===== config.mk =====
export PLATFORM = sky130hd
export DESIGN_NAME = seib_front
export DESIGN_NICKNAME = d
export VERILOG_FILES = /design/src/rtl/seib_pkg.sv /design/src/rtl/seib_front.sv
export SDC_FILE = /design/constraint.sdc
export NUM_CORES = 2
export LEC_CHECK = 0
export BUFFER_PORTS_ARGS = -buffer_cell sky130_fd_sc_hd__buf_2
export CAP_MARGIN = 20
export CORE_MARGIN = 5
export CORE_UTILIZATION = 40
export CTS_CLUSTER_DIAMETER = 50
export DETAILED_ROUTE_END_ITERATION = 7
export PLACE_DENSITY_LB_ADDON = 0.3
export SETUP_SLACK_MARGIN = 0.15
export SYNTH_ARGS = -nofsm -noshare
export SYNTH_HDL_FRONTEND = slang
export SYNTH_SLANG_ARGS = --single-unit

===== constraint.sdc =====
create_clock -name i_clk -period 9.55 [get_ports i_clk]
set_clock_uncertainty 0.1 [all_clocks]
set_input_delay 0.4775 -clock i_clk [delete_from_list [all_inputs] [get_ports i_clk]]
set_output_delay 0.4775 -clock i_clk [all_outputs]
set_load 0.01 [all_outputs]

===== src/rtl/seib_pkg.sv =====
// Shared types, constants and the taper weight table of the soft ellipse blend.
`default_nettype none
package seib_pkg;

    // Field widths.
    localparam int VALUE_W = 16;
    localparam int COORD_W = 32;
    localparam int AXIS_W = 2;
    localparam int TRANS_W = 16;
    localparam int CFG_IDX_W = 3;
    localparam int CFG_DATA_W = 32;

    // Offset magnitudes are clamped to this width; their squares are twice as wide.
    localparam int MAG_W = 32;
    localparam int SQ_W = 2 * MAG_W;

    // Each quotient term is floor(sq * 2^QSHIFT / div); q saturates at 2^Q_W.
    localparam int QSHIFT = 8;
    localparam int Q_W = 48;
    localparam int QHI_W = SQ_W + QSHIFT - Q_W;
    localparam int QD_STEPS = Q_W;

    // q is Q.16, so one is 2^16.
    localparam int QF = 16;
    localparam logic [Q_W:0] Q_CAP = {1'b1, {Q_W{1'b0}}};
    localparam logic [QF:0] Q_ONE = {1'b1, {QF{1'b0}}};

    // Taper table; the depth must be a power of two.
    localparam int TAPER_DEPTH = 256;
    localparam int TAPER_LOG = $clog2(TAPER_DEPTH);
    localparam int IDX_W = TAPER_LOG + 1;
    localparam int NUM_W = TRANS_W + 1;

    // Weight in Q1.15.
    localparam int W_W = 16;
    localparam logic [W_W-1:0] W_ONE = 16'd32768;
    localparam int ACC_W = VALUE_W + W_W + 3;

    // Configuration register indexes.
    localparam logic [CFG_IDX_W-1:0] CFG_AXIS = 3'd0;
    localparam logic [CFG_IDX_W-1:0] CFG_CENTER_P = 3'd1;
    localparam logic [CFG_IDX_W-1:0] CFG_CENTER_Q = 3'd2;
    localparam logic [CFG_IDX_W-1:0] CFG_A_SQ = 3'd3;
    localparam logic [CFG_IDX_W-1:0] CFG_B_SQ = 3'd4;
    localparam logic [CFG_IDX_W-1:0] CFG_TRANS = 3'd5;
    localparam logic [CFG_IDX_W-1:0] CFG_TARGET = 3'd6;

    // Axis codes.
    localparam logic [AXIS_W-1:0] AXIS_X = 2'd0;
    localparam logic [AXIS_W-1:0] AXIS_Y = 2'd1;
    localparam logic [AXIS_W-1:0] AXIS_Z = 2'd2;

    // Depth of the queue between front and back.
    localparam int FQ_DEPTH = 4;
    localparam int FQ_AW = $clog2(FQ_DEPTH);

    // One item as the front hands it to the back.
    typedef struct packed {
        logic [VALUE_W-1:0] value;
        logic [SQ_W-1:0]    sq_p;
        logic [SQ_W-1:0]    sq_r;
    } t_front_item;

    // Configuration the back needs.
    typedef struct packed {
        logic [CFG_DATA_W-1:0] a_sq;
        logic [CFG_DATA_W-1:0] b_sq;
        logic [TRANS_W-1:0]    trans;
        logic [VALUE_W-1:0]    target;
    } t_back_cfg;

    typedef logic [TAPER_DEPTH:0][W_W-1:0] t_taper_tab;

    // Shift-and-subtract quotient used while the table is built.
    function automatic longint unsigned series_quot(longint unsigned n, longint unsigned d);
        longint unsigned quo;
        longint unsigned rem;
        quo = '0;
        rem = '0;
        for (int b = 63; b >= 0; b--) begin
            rem = (rem << 1) | ((n >> b) & 64'd1);
            quo = quo << 1;
            if (rem >= d) begin
                rem = rem - d;
                quo = quo | 64'd1;
            end
        end
        return quo;
    endfunction

    // Cosine taper built from a truncated Q2.30 series, rounded to Q1.15.
    function automatic t_taper_tab build_taper();
        t_taper_tab        tab;
        longint unsigned   x;
        longint unsigned   x2;
        longint unsigned   term;
        longint            sum;
        longint            w;
        tab = '0;
        for (int i = 0; i <= TAPER_DEPTH; i++) begin
            x = (64'd1686629713 * longint'(i)) >> TAPER_LOG;
            x2 = (x * x) >> 30;
            term = 64'd1 << 30;
            sum = longint'(term);
            for (int k = 1; k <= 8; k++) begin
                term = series_quot((term * x2) >> 30, longint'((2 * k - 1) * (2 * k)));
                if ((k & 1) == 1) begin
                    sum = sum - longint'(term);
                end else begin
                    sum = sum + longint'(term);
                end
            end
            if (sum < 0) begin
                sum = 0;
            end
            w = (sum + 16384) >>> 15;
            if (w > 32768) begin
                w = 32768;
            end
            tab[i] = w[W_W-1:0];
        end
        return tab;
    endfunction

    localparam t_taper_tab TAPER_TAB = build_taper();

endpackage
`default_nettype wire


===== src/rtl/seib_front.sv =====
// Front part: accepts voxels, picks the in-plane offsets and squares them.
`default_nettype none
module seib_front import seib_pkg::*; (
    input  wire logic                  i_clk,
    input  wire logic                  i_rst_n,
    input  wire logic                  push,
    output logic                       full,
    input  wire logic [VALUE_W-1:0]    i_voxel_value,
    input  wire logic [COORD_W-1:0]    i_coord_x,
    input  wire logic [COORD_W-1:0]    i_coord_y,
    input  wire logic [COORD_W-1:0]    i_coord_z,
    input  wire logic [AXIS_W-1:0]     i_axis,
    input  wire logic [COORD_W-1:0]    i_center_p,
    input  wire logic [COORD_W-1:0]    i_center_q,
    input  wire logic                  i_q_full,
    output logic                       o_q_push,
    output t_front_item                o_q_item
);

    logic                 en;
    logic [COORD_W-1:0]   sel_p;
    logic [COORD_W-1:0]   sel_r;
    logic [COORD_W:0]     d_p;
    logic [COORD_W:0]     d_r;
    logic [COORD_W:0]     abs_p;
    logic [COORD_W:0]     abs_r;
    logic [MAG_W-1:0]     mag_p;
    logic [MAG_W-1:0]     mag_r;

    logic                 r_f1_valid;
    logic [VALUE_W-1:0]   r_f1_value;
    logic [MAG_W-1:0]     r_f1_mag_p;
    logic [MAG_W-1:0]     r_f1_mag_r;
    logic                 r_f2_valid;
    t_front_item          r_f2_item;

    // Both stages move unless a finished item cannot enter the queue.
    assign en = !(r_f2_valid && i_q_full);
    assign full = !en;

    // Pick the two coordinates across the cylinder axis.
    always_comb begin
        case (i_axis)
            AXIS_X: begin
                sel_p = i_coord_y;
                sel_r = i_coord_z;
            end
            AXIS_Y: begin
                sel_p = i_coord_x;
                sel_r = i_coord_z;
            end
            default: begin
                sel_p = i_coord_x;
                sel_r = i_coord_y;
            end
        endcase
    end

    // Offsets from the center, as clamped magnitudes.
    always_comb begin
        d_p = {sel_p[COORD_W-1], sel_p} - {i_center_p[COORD_W-1], i_center_p};
        d_r = {sel_r[COORD_W-1], sel_r} - {i_center_q[COORD_W-1], i_center_q};
        abs_p = d_p[COORD_W] ? (~d_p + 1'b1) : d_p;
        abs_r = d_r[COORD_W] ? (~d_r + 1'b1) : d_r;
        mag_p = abs_p[COORD_W] ? {MAG_W{1'b1}} : abs_p[MAG_W-1:0];
        mag_r = abs_r[COORD_W] ? {MAG_W{1'b1}} : abs_r[MAG_W-1:0];
    end

    // Stage valids.
    always_ff @(posedge i_clk) begin
        if (!i_rst_n) begin
            r_f1_valid <= 1'b0;
            r_f2_valid <= 1'b0;
        end else if (en) begin
            r_f1_valid <= push;
            r_f2_valid <= r_f1_valid;
        end
    end

    // Offset stage, then the squaring stage.
    always_ff @(posedge i_clk) begin
        if (en) begin
            r_f1_value <= i_voxel_value;
            r_f1_mag_p <= mag_p;
            r_f1_mag_r <= mag_r;
            r_f2_item.value <= r_f1_value;
            r_f2_item.sq_p <= r_f1_mag_p * r_f1_mag_p;
            r_f2_item.sq_r <= r_f1_mag_r * r_f1_mag_r;
        end
    end

    assign o_q_push = en && r_f2_valid;
    assign o_q_item = r_f2_item;

endmodule
`default_nettype wire


==> out/qor.csv <==
stage;metric;value;unit
worst_setup_path;class of the most critical setup path;flop to flop;
logic_synthesis;Post-synth EDFFs;222;
clock_tree;clk buf depth;3;
layout;fin nets;10220;
sta;Worst slew margin;29.41;%
sta;fin crit share;94.60;%
layout;final core utilization;44.09;%
layout;Layout Cells excl Fill;10190;
sta;Worst-Margin Slew;1.059;ns
clock_tree;H-tree depth;2;
sta;Max Freq;110.7;MHz
min_path;Tightest Hold Check Type;input port to flop;
global_route;global-route wire length before repair;328.9;mm
floorplan;die span in x;433.1;um
route;initial DRC count;2917;
logic_synthesis;#FFs+latches synth;224;
worst_setup_path;CP most frequent cell;fa_1;
clock_tree;root buffer cell;clkbuf_16;
global_route;pin count of the biggest net entering global routing;111;
min_path;Worst Hold End;r_f1_mag_r[0];
worst_setup_path;Worst Path Arrival;9.37;ns
logic_synthesis;Avg Cell Area, Syn;9.596;um^2
logic_synthesis;Synth cell types;88;
sta;Fin Setup TNS;0;ns
floorplan;Row Count;155;
clock_tree;Clock Latency Late Sink;0.69;ns
logic_synthesis;sequential area share after synthesis;9.367;%
global_route;gr ovfl total;0;
worst_setup_path;reg2reg path depth;24;
route;post-route ant nets;0;
logic_synthesis;share of flip-flops with an asynchronous set or reset;0;%
floorplan;num ports;328;
route;via count;51010;
floorplan;Core Area;178200;um^2
floorplan;Die Footprint;187600;um^2
sta;fin crit period;9.035;ns
route;drt pass-1 iters;5;
worst_setup_path;CP Capture Type;flop;
sta;max-slew violation count;0;
layout;share of cells above drive strength 1;9.619;%
floorplan;starting density of the core;40.17;%
worst_setup_path;CP delay by family, top;adder cells;
floorplan;die height;433.1;um
logic_synthesis;synthesized instance count;7461;
min_path;WHS Path Cells;3;
route;Wirelength per Cell;20.65;um
logic_synthesis;post-synthesis cell area;71600;um^2
sta;unrepaired setup endpoints after global routing;false;
worst_setup_path;Worst setup SP type;flop;
clock_tree;clock sinks;224;
worst_setup_path;r2r startpoint;r_f1_mag_r[27];
worst_setup_path;R2R Path End;o_q_item[63];
placement;placed insts;10030;
clock_tree;clock transition at the registers of the reported paths;0.05;ns
route;Routed Wire Length;210.3;mm
clock_tree;TritonCTS clock tree;done;
global_route;initial antenna violation count;3;
worst_setup_path;CP required;9.88;ns
worst_setup_path;cell count along the critical path;24;
logic_synthesis;Synth Flop Type;edfxtp_1;
worst_setup_path;CP Cell Sequence;inv_1 -> nor2_1 -> fa_1 -> inv_1 -> fa_1 -> fa_1 -> fa_1 -> fa_1 -> fa_1 -> fa_1 -> fa_1 -> inv_1 -> ha_1 -> a21oi_1 -> o21ai_0 -> nor3_2 -> o211ai_1 -> buf_4 -> nand4_1 -> a21oi_2 -> o31ai_1 -> o22ai_1 -> a221oi_1 -> xnor2_1;
layout;Layout area overhead;9.763;%
sta;count of final hold-check violations;0;
run_status;status;finished, final reports clean;
sta;final setup vio count;0;
placement;Final HPWL DP;180.8;mm
worst_setup_path;Max FO, Critical Path;14;
route;vias per inst;5.007;
worst_setup_path;R2R Setup Slk;0.52;ns
min_path;min-delay src;i_center_q[0];
worst_setup_path;Worst Path Buf+Inv;4;
logic_synthesis;Warnings, synthesis;0;
global_route;number of global-route vias before repair;56620;
worst_setup_path;max incr delay on CP;0.80;ns
global_route;GR Util All Layers;23.01;%
clock_tree;CTS Buf Count;47;
flow_run;max_cap viols;0;
placement;global placer's final weighted congestion;0.9658;
route;Post-route DRC;0;
worst_setup_path;Worst path slowest cell;edfxtp_1;
placement;Port Buf Inserts;325;
==> cells in the final DEF, fill, tap and decap left out, types with 32 or more instances in the layout <==
cell type | Yosys | final
xor2_1 | 127 | 127
buf_4 | 2 | 205
o21bai_1 | 32 | 32
ha_1 | 661 | 661
buf_2 | 1 | 325
mux2_2 | 64 | 64
a21oi_1 | 196 | 195
fa_1 | 1587 | 1587
xnor2_1 | 170 | 170
nor2_1 | 162 | 160
nand2_1 | 660 | 659
o21ai_0 | 112 | 111
nor2b_1 | 38 | 38
and2_1 | 490 | 490
edfxtp_1 | 222 | 222
nand4_1 | 37 | 37
a21o_1 | 103 | 103
inv_1 | 2024 | 2024
clkbuf_16 | 0 | 47
nand3_1 | 49 | 49
==> metrics by stage <==
step / cell area, um^2 / hold slack (ns) / setup slack, ns
final: 78590 / 0.3102 / 0.5155
after global routing: 78580 / 0.2934 / 0.1546
after CTS: 78160 / 0.2537 / 0.2839
after detailed placement: 76400 / 0.3045 / 0.1698
after global placement: 76400 / 0.3002 / 0.2465
after floorplan: 71600 / 0.3003 / 1.358
==> cell usage after synthesis, types with 10 or more instances <==
cell type	number	area, um^2
a21o_1	103	773.2
a41oi_1	10	87.58
o21bai_1	32	240.2
nor3_1	31	155.2
edfxtp_1	222	6666
o21a_1	30	225.2
nand4_1	37	231.5
and4_1	12	105.1
nor2b_1	38	237.7
and2_1	490	3065
a31o_2	31	271.5
fa_1	1587	31770
or3_1	18	112.6
ha_1	661	8270
nand2_1	660	2477
o211ai_1	18	135.1
clkbuf_1	267	1002
xnor2_1	170	1489
a21oi_1	196	980.9
a31oi_1	32	200.2
or2_2	16	100.1
o21ai_0	112	560.5
xor2_1	127	1112
a211oi_1	15	112.6
mux2_2	64	720.7
o31ai_1	20	150.1
nand3_1	49	245.2
mux2i_1	12	120.1
o2111ai_1	10	87.58
and3_1	30	187.7
nand2b_1	24	150.1
inv_1	2024	7597
nor2_1	162	608.1
==> area by class of cell <==
type                    count  area [um^2]
diodes                      4        10.01
clock buffers              50         1187
clock inverters            38        389.1
fillers                 17310        99640
inverters                2026         7605
multi-input cells        4935        56260
flip-flops and latches    224         6706
well taps                2355         2947
repair buffers            555         3486
==> timing repair <==
item	4_1_cts	5_1_grt
gates resized for setup	1	3
buffers inserted	0	50
hold buffers	18	0
hold endpoints to repair	18	0
endpoints found under the setup margin	1	14
==> sequential cells by signal, summed over array words and instances, names as in the netlist <==
| register | count |
|---|---|
| r_f2_valid | 1 |
| o_q_item | 142 |
| r_f1_value | 16 |
| r_f1_mag_p | 32 |
| r_f1_mag_r | 32 |
| r_f1_valid | 1 |
==> worst min-delay path, stage by stage <==
cell,delay [ns]
buf_2,0.09
ha_1,0.33
nand2_1,0.09
==> logic make-up (layout without fill, tap and decap cells) <==
kind of cell             after synthesis  after routing  share of synthesized area (%)
XOR/XNOR                             297            297                          3.633
buffers and inverters               2303           2669                          12.12
adder cells (fa/ha/maj)             2248           2248                          55.92
other                                  1              6                       0.005238
flip-flops                           224            224                          9.367
AND/OR/NAND/NOR                     1600           1600                          11.13
AO/OA/AOI/OAI                        712            712                          6.651
multiplexers                          76             76                          1.174
==> how the worst max path moves through the flow <==
stage | startpoint | endpoint | slack, ns
2_1_floorplan | r_f1_mag_p[2] | o_q_item[125] | 1.36
4_1_cts | r_f1_mag_r[11] | o_q_item[61] | 0.28
3_3_place_gp | r_f1_mag_r[11] | o_q_item[61] | 0.25
3_5_place_dp | r_f1_mag_r[11] | o_q_item[61] | 0.17
5_1_grt | r_f1_mag_p[22] | o_q_item[114] | 0.15
6_report | r_f1_mag_r[27] | o_q_item[63] | 0.52
==> layer usage <==
layer	share of wire (%)	vias to the layer above	track usage, %
li1	-	23190	-
met1	41	25930	29.22
met2	46	1464	36.73
met3	5.3	417	3.202
met4	8.5	2	15.54
met5	0.0062	-	0
Power is left out: the tool's default activity adds up to more than one toggle a clock period on the data nets, which glitch-free logic cannot reach.
