$ cat config.mk
export PLATFORM = sky130hd
export DESIGN_NAME = seib_fifo
export DESIGN_NICKNAME = d
export VERILOG_FILES = /design/src/rtl/seib_pkg.sv /design/src/rtl/seib_fifo.sv
export SDC_FILE = /design/constraint.sdc
export NUM_CORES = 1
export LEC_CHECK = 0
export BUFFER_PORTS_ARGS = -buffer_cell sky130_fd_sc_hd__buf_2
export CAP_MARGIN = 5
export CELL_PAD_IN_SITES_DETAIL_PLACEMENT = 1
export CELL_PAD_IN_SITES_GLOBAL_PLACEMENT = 2
export CORE_MARGIN = 2
export CORE_UTILIZATION = 49
export DETAILED_ROUTE_END_ITERATION = 10
export GPL_ROUTABILITY_DRIVEN = 1
export PLACE_DENSITY = 0.95
export SYNTH_ARGS = -nofsm -noshare
export SYNTH_HDL_FRONTEND = slang
export SYNTH_SLANG_ARGS = --single-unit
$ cat constraint.sdc
create_clock -name i_clk -period 8.4 [get_ports i_clk]
set_input_delay 1.68 -clock i_clk [delete_from_list [all_inputs] [get_ports i_clk]]
set_output_delay 1.68 -clock i_clk [all_outputs]
set_load 0.01 [all_outputs]
$ cat src/rtl/seib_pkg.sv
// Shared types, constants and the taper weight table of the soft ellipse blend.
`default_nettype none
package seib_pkg;

    // Field widths.
    localparam int VALUE_W = 16;
    localparam int COORD_W = 32;
    localparam int AXIS_W = 2;
    localparam int TRANS_W = 16;
    localparam int CFG_IDX_W = 3;
    localparam int CFG_DATA_W = 32;

    // Offset magnitudes are clamped to this width; their squares are twice as wide.
    localparam int MAG_W = 32;
    localparam int SQ_W = 2 * MAG_W;

    // Each quotient term is floor(sq * 2^QSHIFT / div); q saturates at 2^Q_W.
    localparam int QSHIFT = 8;
    localparam int Q_W = 48;
    localparam int QHI_W = SQ_W + QSHIFT - Q_W;
    localparam int QD_STEPS = Q_W;

    // q is Q.16, so one is 2^16.
    localparam int QF = 16;
    localparam logic [Q_W:0] Q_CAP = {1'b1, {Q_W{1'b0}}};
    localparam logic [QF:0] Q_ONE = {1'b1, {QF{1'b0}}};

    // Taper table; the depth must be a power of two.
    localparam int TAPER_DEPTH = 256;
    localparam int TAPER_LOG = $clog2(TAPER_DEPTH);
    localparam int IDX_W = TAPER_LOG + 1;
    localparam int NUM_W = TRANS_W + 1;

    // Weight in Q1.15.
    localparam int W_W = 16;
    localparam logic [W_W-1:0] W_ONE = 16'd32768;
    localparam int ACC_W = VALUE_W + W_W + 3;

    // Configuration register indexes.
    localparam logic [CFG_IDX_W-1:0] CFG_AXIS = 3'd0;
    localparam logic [CFG_IDX_W-1:0] CFG_CENTER_P = 3'd1;
    localparam logic [CFG_IDX_W-1:0] CFG_CENTER_Q = 3'd2;
    localparam logic [CFG_IDX_W-1:0] CFG_A_SQ = 3'd3;
    localparam logic [CFG_IDX_W-1:0] CFG_B_SQ = 3'd4;
    localparam logic [CFG_IDX_W-1:0] CFG_TRANS = 3'd5;
    localparam logic [CFG_IDX_W-1:0] CFG_TARGET = 3'd6;

    // Axis codes.
    localparam logic [AXIS_W-1:0] AXIS_X = 2'd0;
    localparam logic [AXIS_W-1:0] AXIS_Y = 2'd1;
    localparam logic [AXIS_W-1:0] AXIS_Z = 2'd2;

    // Depth of the queue between front and back.
    localparam int FQ_DEPTH = 4;
    localparam int FQ_AW = $clog2(FQ_DEPTH);

    // One item as the front hands it to the back.
    typedef struct packed {
        logic [VALUE_W-1:0] value;
        logic [SQ_W-1:0]    sq_p;
        logic [SQ_W-1:0]    sq_r;
    } t_front_item;

    // Configuration the back needs.
    typedef struct packed {
        logic [CFG_DATA_W-1:0] a_sq;
        logic [CFG_DATA_W-1:0] b_sq;
        logic [TRANS_W-1:0]    trans;
        logic [VALUE_W-1:0]    target;
    } t_back_cfg;

    typedef logic [TAPER_DEPTH:0][W_W-1:0] t_taper_tab;

    // Shift-and-subtract quotient used while the table is built.
    function automatic longint unsigned series_quot(longint unsigned n, longint unsigned d);
        longint unsigned quo;
        longint unsigned rem;
        quo = '0;
        rem = '0;
        for (int b = 63; b >= 0; b--) begin
            rem = (rem << 1) | ((n >> b) & 64'd1);
            quo = quo << 1;
            if (rem >= d) begin
                rem = rem - d;
                quo = quo | 64'd1;
            end
        end
        return quo;
    endfunction

    // Cosine taper built from a truncated Q2.30 series, rounded to Q1.15.
    function automatic t_taper_tab build_taper();
        t_taper_tab        tab;
        longint unsigned   x;
        longint unsigned   x2;
        longint unsigned   term;
        longint            sum;
        longint            w;
        tab = '0;
        for (int i = 0; i <= TAPER_DEPTH; i++) begin
            x = (64'd1686629713 * longint'(i)) >> TAPER_LOG;
            x2 = (x * x) >> 30;
            term = 64'd1 << 30;
            sum = longint'(term);
            for (int k = 1; k <= 8; k++) begin
                term = series_quot((term * x2) >> 30, longint'((2 * k - 1) * (2 * k)));
                if ((k & 1) == 1) begin
                    sum = sum - longint'(term);
                end else begin
                    sum = sum + longint'(term);
                end
            end
            if (sum < 0) begin
                sum = 0;
            end
            w = (sum + 16384) >>> 15;
            if (w > 32768) begin
                w = 32768;
            end
            tab[i] = w[W_W-1:0];
        end
        return tab;
    endfunction

    localparam t_taper_tab TAPER_TAB = build_taper();

endpackage
`default_nettype wire

$ cat src/rtl/seib_fifo.sv
// Short queue of front items between the front and the back.
`default_nettype none
module seib_fifo import seib_pkg::*; (
    input  wire logic    i_clk,
    input  wire logic    i_rst_n,
    input  wire logic    i_push,
    input  t_front_item  i_item,
    output logic         o_full,
    input  wire logic    i_pop,
    output logic         o_empty,
    output t_front_item  o_item
);

    t_front_item        r_mem [0:FQ_DEPTH-1];
    logic [FQ_AW-1:0]   r_wp;
    logic [FQ_AW-1:0]   r_rp;
    logic [FQ_AW:0]     r_cnt;
    logic               do_push;
    logic               do_pop;

    assign o_full = (r_cnt == (FQ_AW+1)'(FQ_DEPTH));
    assign o_empty = (r_cnt == '0);
    assign do_push = i_push && !o_full;
    assign do_pop = i_pop && !o_empty;
    assign o_item = r_mem[r_rp];

    // Pointers and fill count.
    always_ff @(posedge i_clk) begin
        if (!i_rst_n) begin
            r_wp <= '0;
            r_rp <= '0;
            r_cnt <= '0;
        end else begin
            if (do_push) begin
                r_wp <= r_wp + 1'b1;
            end
            if (do_pop) begin
                r_rp <= r_rp + 1'b1;
            end
            if (do_push && !do_pop) begin
                r_cnt <= r_cnt + 1'b1;
            end else if (do_pop && !do_push) begin
                r_cnt <= r_cnt - 1'b1;
            end
        end
    end

    // Storage.
    always_ff @(posedge i_clk) begin
        if (do_push) begin
            r_mem[r_wp] <= i_item;
        end
    end

endmodule
`default_nettype wire

==> results.yml, run 1 <==
setup_path:
  critPathArrivalTime_ns: 2.74
  crit_path_end_kind: "output pin"
  critical_path_class: "reg -> out"
  setup.worst_path.start_class: "flop"
  required_ns: 6.72
  crit_fanout: 88
final_layout:
  fin_cells: 1768
  seq_area_mm2: 0.01748
  finish.utilization_pct: 58.96
  multi_input_area_mm2: 0.003526
  syn2layout_area_growth_pct: 19.18
  stdcell_area_mm2: 0.02528
  drive_gt1_share_pct: 45.96
  nets: 1284
  num-fill-cells: 3572
route:
  drtIter0Drc: 665
  first_pass_iters: 4
  viasPerCell: 5.456
  drc: 0
  ant_nets: 0
  post_drt_wl_per_cell_um: 25.81
  vias: 9647
  wirelength_mm: 45.64
logic_synthesis:
  synth_cells: 800
  synth-edff-count: 576
  synth_area_leaders: "edfxtp_1, mux4_2, dfxtp_1"
  synthArstFlopShare_pct: 0
  avgSynthCellArea_um2: 26.52
  yosysMostFrequentCell: "edfxtp_1"
  syn-num-nets: 954
  netlist.area_leader.share_pct: 81.53
  yosys.area.top_type: "edfxtp_1"
  yosysUniqueCellTypes: 24
  synth_flop_cell: "edfxtp_1"
  yosysWarnings: 0
  synthTopCellsByCount: "edfxtp_1, mux4_2, buf_2"
  yosysSeqAreaShare_pct: 82.38
  syn-cell-area_mm2: 0.02122
  ys_seq_elements: 585
clock_network:
  h-tree-depth: 2
  cts_root_buf: "clkbuf_16"
  cts_hold_buffers: 0
  cts_tree: "built"
  clk-insertion-delay-late_ns: 0.60
  clk_pin_slew_ns: 0.06
  cts_buffers: 57
  cts_resized: 0
  clock_sinks: 585
  cts_setup_buffers: 0
  clock_path_buffers: 3
timing:
  finalHoldViolations: 0
  timing.final.crit_share_pct: 52.65
  setup_tns_ns: 0
  rsz0062_at_grt: "no"
  min_period_ns: 4.422
  setup_viol: 0
  skew_ns: 0.02121
  maxSlewHeadroom_pct: 31.88
  worstMarginPinSlew_ns: 1.022
  max_freq_ghz: 0.2261
  layout_setup_ws_ns: 3.978
  slew_violations: 0
place:
  dp.cells: 1656
  dpl-instance-area_mm2: 0.02332
  dp_slack_ns: 4.124
  portBuffers: 293
  globalplace.congestion: 0.7210
  place_hpwl_mm: 27.49
global_routing:
  grt_pass1_vias: 10580
  grt_use_total_pct: 20.63
  antenna_found_initial: 15
  grt_max_degree: 89
  grt_pass1_wl_mm: 67.63
  grt-ovfl-total: 0
power:
  pwr_density_cell_mw_per_mm2: 317.9
  clkPwrFrac_pct: 32.8
  ir_drop_uv: 197.6
  p_seq_share_pct: 45.5
  p_int_uw: 5938
  p_comb_share_pct: 21.7
  power_switching_share_pct: 26.12
  p_leak_uw: 0.008427
  net-switching-power_uw: 2099
floorplanning:
  io_pins: 294
  num_rows: 76
  die-area_mm2: 0.04498
  die_y_um: 212.1
  die_x_um: 212.1
  core_mm2: 0.04289
  start_util_pct: 49.47
run:
  maxCapViolCount: 0
status:
  status: "complete, no violations"
worst_hold_path:
  hold_class: "reg -> reg"
[layout make-up]
| cell class | count | area share (%) |
|---|---|---|
| antenna | 6 | 0.05938 |
| clock buffer | 65 | 5.928 |
| multi-input combinational | 178 | 13.94 |
| inverter | 3 | 0.04454 |
| sequential | 585 | 69.15 |
| tap | 585 | 2.895 |
| clock inverter | 41 | 1.772 |
| timing repair buffer | 305 | 6.205 |
[worst max-delay path, stage by stage (launching register included)]
cell and delay (ns):
dfxtp_4 0.55, buf_12 0.43, mux4_2 0.66, buf_2 0.17
[layer usage]
layer | wire length (um) | vias up | GRT usage (%)
met4 | 1022 | 10 | 5.804
met3 | 3329 | 78 | 6.307
li1 | - | 4135 | -
met2 | 23410 | 315 | 34.70
met1 | 17810 | 5109 | 26.14
met5 | 69 | - | 0
[layout by cell type, fill, tap and decap left out]
cell        Yosys  routed
buf_4           1      11
nand2_1         4       4
bufinv_16       0      10
nor3b_1         1       1
and2_1          8       4
o311ai_0        1       1
dfxtp_1         9       7
mux4_2        144     144
fa_1            1       1
o31ai_1         1       1
or3_1           1       1
clkbuf_1        7       6
clkinvlp_4      0       1
ha_1            5       5
nor3_1          1       1
dfxtp_4         0       2
mux2i_1         3       3
diode_2         0       6
xor2_1          1       1
xnor2_1         3       3
edfxtp_1      576     576
nor2b_1         2       2
clkbuf_16       0      59
and2_4          0       4
clkinv_2        0      14
buf_12          0       1
a21boi_0        1       1
inv_6           0       2
inv_1           3       3
o21ai_0         1       1
buf_2          16     293
clkinv_1        0      14
[final timing paths]
path	slack (ns)	from	depth (start not counted)	to
max	3.98	flop	3	o_item[138]
min reg2reg	0.52	r_wp[1]	2	r_wp[1]
min	0.52	r_wp[1]	2	r_wp[1]
max reg2reg	5.38	r_cnt[0]	4	r_mem[3][16]
[flip-flops by register name, summed over array words and instances (netlist names), named ones only]
| register | cells |
|---|---|
| r_mem | 576 |
| r_cnt | 3 |
| r_rp | 2 |
| r_wp | 2 |
[per-stage QoR]
stage / hold slack, ns / total power, uW
after global placement: 0.4872 / 5428
after CTS: 0.5241 / 8156
after detailed placement: 0.5097 / 5501
final: 0.5225 / 8037
after floorplan: 0.4677 / 4851
after global routing: 0.5568 / 8352
[power by group through the flow]
stage,sequential [uW],clock (uW),combinational (uW)
detailed placement,3710,0,1790
global route,3680,2790,1880
CTS,3660,2700,1800
finish,3650,2640,1740
global placement,3680,0,1750
floorplan,3690,0,1160
[cell families after synthesis]
logic type	synth area share, %
flops	82.38
mux	15.43
buf+inv	1.050
simple gates	0.4541
fa+ha+maj	0.3892
compound gates	0.1357
xor+xnor	0.1652
Note: power is estimated with default switching activity, not from simulation.
==> run 2, diff against run 1 <==
--- a/config.mk
+++ b/config.mk
@@ -5,15 +5,16 @@
 export SDC_FILE = /design/constraint.sdc
 export NUM_CORES = 1
 export LEC_CHECK = 0
+export ABC_AREA = 1
 export BUFFER_PORTS_ARGS = -buffer_cell sky130_fd_sc_hd__buf_2
 export CAP_MARGIN = 5
 export CELL_PAD_IN_SITES_DETAIL_PLACEMENT = 1
 export CELL_PAD_IN_SITES_GLOBAL_PLACEMENT = 2
 export CORE_MARGIN = 2
-export CORE_UTILIZATION = 49
+export CORE_UTILIZATION = 41
 export DETAILED_ROUTE_END_ITERATION = 10
 export GPL_ROUTABILITY_DRIVEN = 1
-export PLACE_DENSITY = 0.95
+export PLACE_DENSITY = 0.9
 export SYNTH_ARGS = -nofsm -noshare
 export SYNTH_HDL_FRONTEND = slang
 export SYNTH_SLANG_ARGS = --single-unit
==> constraint.sdc (replaced) <==
create_clock -name i_clk -period 4.5 [get_ports i_clk]
set_input_delay 0.9 -clock i_clk [delete_from_list [all_inputs] [get_ports i_clk]]
set_output_delay 0.9 -clock i_clk [all_outputs]
set_load 0.01 [all_outputs]
==> run 2 against run 1 <==
- sequential share of layout area decreased by 1.1 points
- setup slack lost 3.1 ns
- via count increased by 39%
- highest routed layer unchanged
- critical path depth increased by 2
==> results.yml, run 2 <==
route:
  wirelength_mm: 54.23
  ant_nets: 0
  post_drt_wl_per_cell_um: 21.88
  drtIter0Drc: 863
  drc: 0
  viasPerCell: 5.392
  vias: 13360
  first_pass_iters: 5
setup_path:
  slowest_delay_ns: 0.60
  crit_fanout: 120
  slowest_stage: "inv_8"
  worst-path-buf-inv: 3
  setup.worst_path.start_class: "flop"
  critPathArrivalTime_ns: 2.75
  crit_path_end_kind: "output pin"
  path_cells: "inv_8, buf_4, o21ai_0, o22ai_1, buf_2"
  reg2reg_from: "r_cnt[1]"
  crit_family: "buffers and inverters"
  critical_path_class: "reg -> out"
  required_ns: 3.60
timing:
  setup_tns_ns: 0
  timing.final.crit_share_pct: 81.13
  setup_viol: 0
  finalHoldViolations: 0
  maxSlewHeadroom_pct: 42.22
  rsz0062_at_grt: "no"
  skew_ns: 0.01308
  min_period_ns: 3.651
  max_freq_ghz: 0.2739
  worstMarginPinSlew_ns: 0.8668
  fin_hold_ws_ns: 0.5091
  slew_violations: 0
floorplanning:
  io_pins: 294
  die-area_mm2: 0.05511
  start_util_pct: 41.55
  die_x_um: 234.8
  num_rows: 84
  core_mm2: 0.05255
  die_y_um: 234.8
power:
  p_leak_uw: 0.008882
  ir_drop_uv: 336.3
  pwr_density_cell_mw_per_mm2: 578.4
logic_synthesis:
  yosys.area.top_type: "edfxtp_1"
  syn-num-nets: 1616
  avgSynthCellArea_um2: 14.93
  synth_flop_cell: "edfxtp_1"
  synth_cells: 1462
  synthTopCellsByCount: "edfxtp_1, nor2_1, o21ai_0"
  synth_area_leaders: "edfxtp_1, o21ai_0, nor2_1"
  yosysSeqAreaShare_pct: 80.05
  yosysWarnings: 0
  synthArstFlopShare_pct: 0
  ys_seq_elements: 585
  netlist.area_leader.share_pct: 79.23
  yosysUniqueCellTypes: 23
  yosysMostFrequentCell: "edfxtp_1"
  synth-edff-count: 576
  syn-cell-area_mm2: 0.02183
place:
  dpl-instance-area_mm2: 0.02388
  place_hpwl_mm: 30.28
  globalplace.congestion: 0.7332
  dp.cells: 2369
  portBuffers: 293
final_layout:
  fin_cells: 2478
  final_cell_mix: "edfxtp_1, nor2_1, buf_2, o21ai_0, o22ai_1"
  largest_reg_flops: 576
  nets: 1894
  regMostFlops: "r_mem"
  drive_gt1_share_pct: 22.31
  stdcell_area_mm2: 0.02568
  syn2layout_area_growth_pct: 17.65
  final_common_cell: "edfxtp_1"
  top_regs: "r_mem: 576 flops, r_cnt: 3 flops"
  finish.utilization_pct: 48.88
global_routing:
  grt_max_degree: 145
  grt_pass1_vias: 14220
  grt_use_total_pct: 19.25
  grt_pass1_wl_mm: 82.14
  grt-ovfl-total: 0
  antenna_found_initial: 18
clock_network:
  cts_tree: "built"
  clock_path_buffers: 3
  cts_buffers: 57
  clock_sinks: 585
  cts_root_buf: "clkbuf_16"
  cts_resized: 0
  clk-insertion-delay-late_ns: 0.60
  cts_setup_buffers: 0
  cts_hold_buffers: 0
  clk_pin_slew_ns: 0.06
  h-tree-depth: 2
worst_hold_path:
  hold_class: "reg -> reg"
  hp-start: "r_rp[0]"
status:
  status: "complete, no violations"
run:
  maxCapViolCount: 0
run 2: changes by cell type in the layout (fill, tap and decap cells not counted), moves of 6 or more:
cell and delta:
clkbuf_1 +11, buf_12 +10, nor2_1 +298, o21ai_0 +234, nand2_1 +11, o21ai_1 +54
bufinv_16 -6, o22ai_1 +144, inv_1 +13, mux4_2 -144
run 2: worst paths after layout:
| check | cells after the start | endpoint | slack (ns) |
|---|---|---|---|
| hold reg to reg | 2 | flop | 0.51 |
| setup reg to reg | 9 | r_cnt[1] | 2.22 |
| hold / removal | 2 | flop | 0.51 |
| setup / recovery | 5 | o_item[10] | 0.85 |
run 2: report_power, final:
part	total [uW]	internal (uW)	switching (uW)
clock	4580	2650	1930
sequential	6830	6620	204
combinational	3450	1080	2370
run 2: per-stage QoR:
step / total power (uW) / setup slack [ns]
2_1_floorplan: 9039 / -0.7497
3_3_place_gp: 10260 / 1.542
3_5_place_dp: 10420 / 1.491
4_1_cts: 15030 / 0.8334
5_1_grt: 15540 / 0.6746
6_report: 14860 / 0.8491
run 2: metal layers:
metal  GRT usage, %  part of all wire [%]  routed length, um
met3          6.003                   6.9               3715
met1          22.58                    40              21570
met5              0                  0.27                148
met4          6.022                   2.4               1287
met2          33.69                    51              27510
run 2: cells by family (layout without fill, tap and decap cells):
| group | Yosys count | count (layout) | share of synthesized area, % |
|---|---|---|---|
| XOR/XNOR | 1 | 1 | 0.04012 |
| flip-flops | 585 | 585 | 80.05 |
| buffers and inverters | 112 | 434 | 3.135 |
| AO/OA/AOI/OAI | 436 | 436 | 10.82 |
| other | 0 | 6 | 0 |
| adder cells (fa/ha/maj) | 6 | 6 | 0.3782 |
| AND/OR/NAND/NOR | 322 | 322 | 5.576 |
run 2: final cells by class:
class | count | area, um2
fillers | 5252 | 26870
flip-flops and latches | 585 | 17480
multi-input cells | 765 | 3701
repair buffers | 313 | 1754
clock buffers | 78 | 1568
well taps | 688 | 860.8
clock inverters | 25 | 224.0
inverters | 18 | 77.57
diodes | 6 | 15.01
run 2: worst min-delay path: cells and delay by family, from the launching register on:
family | cells | cell delay, ns
AO/OA/AOI/OAI | 1 | 0.06
flip-flops | 1 | 0.33
AND/OR/NAND/NOR | 1 | 0.09
